`src/hdl/mse_pkg.sv`:
```
// shared constants, opcode codes and types for the mips subset execute block
package mse_pkg;

	// data memory geometry, byte addressed, split into four byte lanes
	localparam int DMEM_ADDR_W = 16;
	localparam int DMEM_BYTES  = 1 << DMEM_ADDR_W;
	localparam int DMEM_ROW_W  = DMEM_ADDR_W - 2;
	localparam int DMEM_ROWS   = DMEM_BYTES / 4;

	localparam logic [31:0] START_PC_RESET = 32'h0000_1000;
	localparam logic [31:0] JUMP_REGION    = 32'hf000_0000;

	localparam logic CMD_EXEC    = 1'b0;
	localparam logic CMD_PRELOAD = 1'b1;

	// primary opcodes
	localparam logic [5:0] OP_SPECIAL = 6'h00;
	localparam logic [5:0] OP_J       = 6'h02;
	localparam logic [5:0] OP_JAL     = 6'h03;
	localparam logic [5:0] OP_BEQ     = 6'h04;
	localparam logic [5:0] OP_BNE     = 6'h05;
	localparam logic [5:0] OP_ADDIU   = 6'h09;
	localparam logic [5:0] OP_SLTI    = 6'h0a;
	localparam logic [5:0] OP_SLTIU   = 6'h0b;
	localparam logic [5:0] OP_ANDI    = 6'h0c;
	localparam logic [5:0] OP_ORI     = 6'h0d;
	localparam logic [5:0] OP_XORI    = 6'h0e;
	localparam logic [5:0] OP_LUI     = 6'h0f;
	localparam logic [5:0] OP_LB      = 6'h20;
	localparam logic [5:0] OP_LH      = 6'h21;
	localparam logic [5:0] OP_LW      = 6'h23;
	localparam logic [5:0] OP_LBU     = 6'h24;
	localparam logic [5:0] OP_LHU     = 6'h25;
	localparam logic [5:0] OP_SB      = 6'h28;
	localparam logic [5:0] OP_SH      = 6'h29;
	localparam logic [5:0] OP_SW      = 6'h2b;

	// special function codes
	localparam logic [5:0] FN_SLL     = 6'h00;
	localparam logic [5:0] FN_SRL     = 6'h02;
	localparam logic [5:0] FN_SRA     = 6'h03;
	localparam logic [5:0] FN_JR      = 6'h08;
	localparam logic [5:0] FN_JALR    = 6'h09;
	localparam logic [5:0] FN_SYSCALL = 6'h0c;
	localparam logic [5:0] FN_ADDU    = 6'h21;
	localparam logic [5:0] FN_SUBU    = 6'h23;
	localparam logic [5:0] FN_AND     = 6'h24;
	localparam logic [5:0] FN_OR      = 6'h25;
	localparam logic [5:0] FN_XOR     = 6'h26;
	localparam logic [5:0] FN_NOR     = 6'h27;
	localparam logic [5:0] FN_SLT     = 6'h2a;
	localparam logic [5:0] FN_SLTU    = 6'h2b;

	localparam logic [4:0] REG_ZERO = 5'd0;
	localparam logic [4:0] REG_V0   = 5'd2;
	localparam logic [4:0] REG_A0   = 5'd4;
	localparam logic [4:0] REG_RA   = 5'd31;

	// one data memory access, lane ordered
	typedef struct packed {
		logic                   en;
		logic [3:0]             we;
		logic [DMEM_ADDR_W-1:0] addr;
		logic [31:0]            wdata;
	} dmem_req_t;

	// one register file write
	typedef struct packed {
		logic        we;
		logic [4:0]  idx;
		logic [31:0] data;
	} rf_wr_t;

endpackage

```
`src/hdl/mse_regfile.sv`:
```
// 32 x 32 register file, two synchronous read ports, valid bits for reset
module mse_regfile (
	input  logic           clk,
	input  logic           arst_n,
	input  logic           rd_en,
	input  logic [4:0]     ra,
	input  logic [4:0]     rb,
	output logic [31:0]    qa,
	output logic [31:0]    qb,
	input  mse_pkg::rf_wr_t wr
);
	import mse_pkg::*;

	logic [31:0] mem [32];
	logic [31:0] valid_q;
	logic [31:0] da_q, db_q;
	logic        va_q, vb_q;

	// entry valid bits, cleared by reset
	always_ff @(posedge clk or negedge arst_n) begin
		if (!arst_n) begin
			valid_q <= '0;
			va_q    <= 1'b0;
			vb_q    <= 1'b0;
		end else begin
			if (wr.we) valid_q[wr.idx] <= 1'b1;
			if (rd_en) begin
				va_q <= valid_q[ra] && (ra != REG_ZERO);
				vb_q <= valid_q[rb] && (rb != REG_ZERO);
			end
		end
	end

	// storage and registered reads
	always_ff @(posedge clk) begin
		if (wr.we) mem[wr.idx] <= wr.data;
		if (rd_en) begin
			da_q <= mem[ra];
			db_q <= mem[rb];
		end
	end

	assign qa = va_q ? da_q : '0;
	assign qb = vb_q ? db_q : '0;
endmodule

```
`config.mk`:
```
export PLATFORM = sky130hd
export DESIGN_NAME = mse_regfile
export DESIGN_NICKNAME = d
export VERILOG_FILES = /design/src/hdl/mse_pkg.sv /design/src/hdl/mse_regfile.sv
export SDC_FILE = /design/constraint.sdc
export NUM_CORES = 1
export LEC_CHECK = 0
export BUFFER_PORTS_ARGS = -buffer_cell sky130_fd_sc_hd__buf_2
export CORE_ASPECT_RATIO = 1.1
export CORE_UTILIZATION = 50
export CTS_CLUSTER_DIAMETER = 40
export DETAILED_ROUTE_END_ITERATION = 7
export PLACE_DENSITY = 0.66
export REMOVE_ABC_BUFFERS = 1
export SYNTH_ARGS = -nofsm -noshare
export SYNTH_HDL_FRONTEND = slang
export SYNTH_SLANG_ARGS = --single-unit
```
`constraint.sdc`:
```
create_clock -name clk -period 3.9 [get_ports clk]
set_clock_uncertainty 0.2 [all_clocks]
set_input_delay 0.195 -clock clk [delete_from_list [all_inputs] [get_ports clk]]
set_output_delay 0.195 -clock clk [all_outputs]
set_load 0.01 [all_outputs]
```
**Word-level counts from Yosys, hierarchy flattened**

Memories as Yosys holds them, arrays and structs flattened. A register that Yosys moved wholly into a read port is not among the register bits.
Index checks and enable logic that the tools add are counted.

- Register bits after elaboration: 34
- Memory bits (writable): 1024
- Memories kept: 1

Memories:

| memory | words | bits a word | rd ports | clocked after Yosys merged registers in | write ports | RTL line | RTL |
|---|---|---|---|---|---|---|---|
| mem | 32 | 32 | 2 | 2 | 1 | mse_regfile.sv:14 | `logic [31:0] mem [32];` |

- Magnitude comparators: 4
- Mux-type cells: 10
- Bitwise operators: 1
- Reductions and logical operators: 5

Operator list:

| operator | count |
|---|---|
| 32-bit two-way mux | 2 |
| 32-bit bitwise OR | 1 |
| 5-bit by 6-bit less-than comparator with 1-bit output, second input constant | 3 |
| 1-bit binary-select mux with 5-bit select | 2 |
| 5-bit nonzero test | 2 |
| 1-bit demux with 5-bit select | 1 |
| 5-bit by 1-bit greater-or-equal comparator with 1-bit output, second input constant | 1 |
| 1-bit two-way mux | 5 |
| 1-bit logical AND | 3 |

**Logic depth before layout (Yosys ltp)**

- Depth in word-level cells: 5
- Mapped depth: 7

**Least setup slack after synthesis**

Ideal clock, no wire load.

- Path kind: input to register
- From: in wr[32] (netlist bit)
- To: mem mem[12][0] (enable)
- Library setup time: 0.422 ns
- Data arrival time: 2.226 ns
- Setup slack: 1.052 ns
- Cell stages on the path: 3
- Path through: or3b_2 > clkbuf_1 > nor2_1

RTL lines:

| element | RTL line | RTL |
|---|---|---|
| start, declared | mse_regfile.sv:10 | `input mse_pkg::rf_wr_t wr` |
| end, declared | mse_regfile.sv:14 |  |

No word-level cell before the write port.

**Worst setup path after layout**

- From: reg va_q
- To: out qa[31]

- Cells in the longest elaborated chain, start to end: 1

Ends and longest elaborated chain:

| element | RTL line | RTL |
|---|---|---|
| start, declared | mse_regfile.sv:17 | `logic va_q, vb_q;` |
| start signal, assigned | mse_regfile.sv:28 | `va_q <= valid_q[ra] && (ra != REG_ZERO);` |
| 32-bit two-way mux | mse_regfile.sv:43 | `assign qa = va_q ? da_q : '0;` |
| end, declared | mse_regfile.sv:8 | `output logic [31:0] qa,` |

Every way passes these cells.

==> impl_metrics.yaml <==
die:
  dieHeight_um: 337
  die_area_sq_um: 103000
  die_width_um: 306
  start_util_pct: 50.6
  core_area_sq_um: 101000
  ioPinCount: 115
  row_count: 122
synth:
  ys_warn_count: 0
  synth_cell_types: 33
  async_flop_share_pct: 2.94
  ys_seq_area_share_pct: 65.8
  syn_avg_cell_area_sq_um: 22.0
  synthCells: 2316
  syn-cell-area_sq_um: 50900
  synth_edf_count: 1088
  synth_ff_type: "edfxtp_1"
  synth-seq-cells: 1121
clock_network:
  htreeDepth: 4
  clkSinkCount: 1121
  cts_buffer_depth: 3
  cts_tree: "done"
  path_clk_slew_ns: 0.06
  ctsResizeCount: 0
  cts_hold_buf: 42
  insertion_delay_ns: 0.74
  cts_setup_buffers: 0
  cts_buffers: 138
  cts_root_buf: "clkbuf_16"
global_route:
  grt_pass1_vias: 28184
  antenna_found_initial: 11
  grt_pass1_wl_um: 206000
  grt_max_degree: 60
  grt_use_total_pct: 28.8
  globalRouteOverflowTotal: 0
finish:
  final_cell_mix: "edfxtp_1 (1088), mux4_2 (653), clkbuf_16 (145)"
  fill_cells: 7071
  drive_gt1_share_pct: 43.6
  final_cells: 3956
  final_common_cell: "edfxtp_1"
  fin_nets: 2596
  area_growth_pct: 15.8
timing:
  hold_viol: 0
  relSlewSlack_pct: 28.3
  finalSetupTns_ns: 0
  fin_ws_ns: 1.11
  finalSetupViolations: 0
  fin_crit_sh_pct: 71.6
  worst_pin_slew_ns: 1.08
  min_period_ns: 2.79
  rsz0062_at_grt: "no"
  fmax_mhz: 358
  maxSlewViolCount: 0
route:
  ant_nets: 0
  vias: 27252
  viasPerCell: 6.89
  drt-total-wl_um: 145000
  firstDrtPassIters: 7
  post-route-drc-count: 0
  drtIter0Drc: 3876
  wl_per_cell_um: 36.6
worst_setup_path:
  crit_type: "reg2out"
  cpLargestDelayFamily: "flip-flops"
  cpPeakStageDelay_ns: 0.95
  critPathSlowestCell: "dfrtp_2"
  crit_path_start_kind: "flip-flop"
  critPathCaptureType: "output port"
  path_cells: "buf_4 > and2_1 > buf_2"
  critical_path_cell_count: 3
  cp_max_fo: 22
  worstPathArrival_ns: 2.40
  worst-path-buf-inv: 2
  r2r_cells: 4
  required_ns: 3.50
placed_design:
  dp_cells: 3665
  gp_congestion: 0.762
  dp_slack_ns: 0.934
  portBuffers: 114
  post-dp-hpwl_um: 75700
job:
  drv_cap: 0
hold_path:
  worstHoldPathCells: 3
  hold_path_class: "in2reg"
status:
  outcome: "finished, final reports clean"
power:
  leakage_nw: 19.1
  peakVddDrop_mv: 0.425
  p_per_area_nw_per_um2: 491
==> synth_stat cells (all sizes together), types with 2 or more instances <==
cell type / instances / area (sq um)
a22oi: 2 / 15.0
and2: 64 / 400
and3: 2 / 12.5
buf: 102 / 587
clkbuf: 71 / 267
dfrtp: 33 / 826
edfxtp: 1088 / 32700
inv: 64 / 240
mux2: 2 / 22.5
mux2i: 8 / 80.1
mux4: 653 / 14700
nand2: 69 / 259
nand3: 3 / 15.0
nand3b: 6 / 45.0
nor2: 36 / 135
nor2b: 3 / 18.8
o21ai: 65 / 325
or2: 31 / 194
or3b: 3 / 26.3
==> area by class of cell <==
type / count / area [sq um] / share of cell area, %
clock buffer: 168 / 3720 / 6.31
antenna: 1 / 2.50 / 0.00424
tap: 1302 / 1630 / 2.76
multi-input combinational: 958 / 16600 / 28.1
inverter: 64 / 240 / 0.407
timing repair buffer: 262 / 2440 / 4.13
sequential: 1121 / 33500 / 56.8
clock inverter: 80 / 875 / 1.48
==> stage by stage <==
step                      util (%)  hold slack (ns)  power [mW]  instance area, sq um
final                         58.6           0.0636        29.0                 59000
after global routing          58.6           0.0624        29.7                 59000
after CTS                     58.6           0.0193        29.1                 59000
after detailed placement      53.6            0.109        16.3                 54000
after global placement        53.6           0.0721        16.3                 54000
after floorplan                  -           -0.301        15.1                 50100
==> final timing paths <==
kind | to | start | slack [ns]
max | qa[31] | va_q | 1.11
min | mem[8][12] | wr[35] | 0.06
max reg2reg | da_q[28] | mem[18][28] | 1.72
min reg2reg | valid_q[29] | valid_q[29] | 0.29
max in group asynchronous | valid_q[28] | arst_n | 2.77
min in group asynchronous | vb_q | arst_n | 0.35
==> power by group <==
part / leakage [nW] / switching [mW] / internal [mW]
clock network: 2.22 / 5.12 / 7.74
logic: 6.61 / 1.24 / 1.16
registers: 10.2 / 0.186 / 13.5
==> routing by layer <==
metal	up-vias	GRT usage (%)	wire [um]
li1	10527	-	-
met1	14832	39.6	53100
met2	1626	46.2	71200
met3	261	6.52	15800
met4	6	9.67	4450
met5	-	0	34
==> tightest hold or removal path, stage by stage <==
cell    delay [ns]
buf_2         0.15
or3b_2        0.28
nor2_4        0.16
==> sequential cells by signal, indices dropped and copies added, names as in the netlist <==
name and count:
vb_q 1, da_q 32, va_q 1, valid_q 31, db_q 32, mem 1024
==> kinds of logic (layout without fill, tap and decap cells) <==
family / count (synthesis) / in the layout / synth area share, %
AOI/OAI and AO/OA: 71 / 71 / 0.730
DFF: 1121 / 1121 / 65.8
muxes: 663 / 663 / 29.1
and+or+nand+nor: 224 / 224 / 2.28
buffers and inverters: 237 / 574 / 2.15
other: 0 / 1 / 0
No activity file was read; power rests on OpenSTA's default activity.
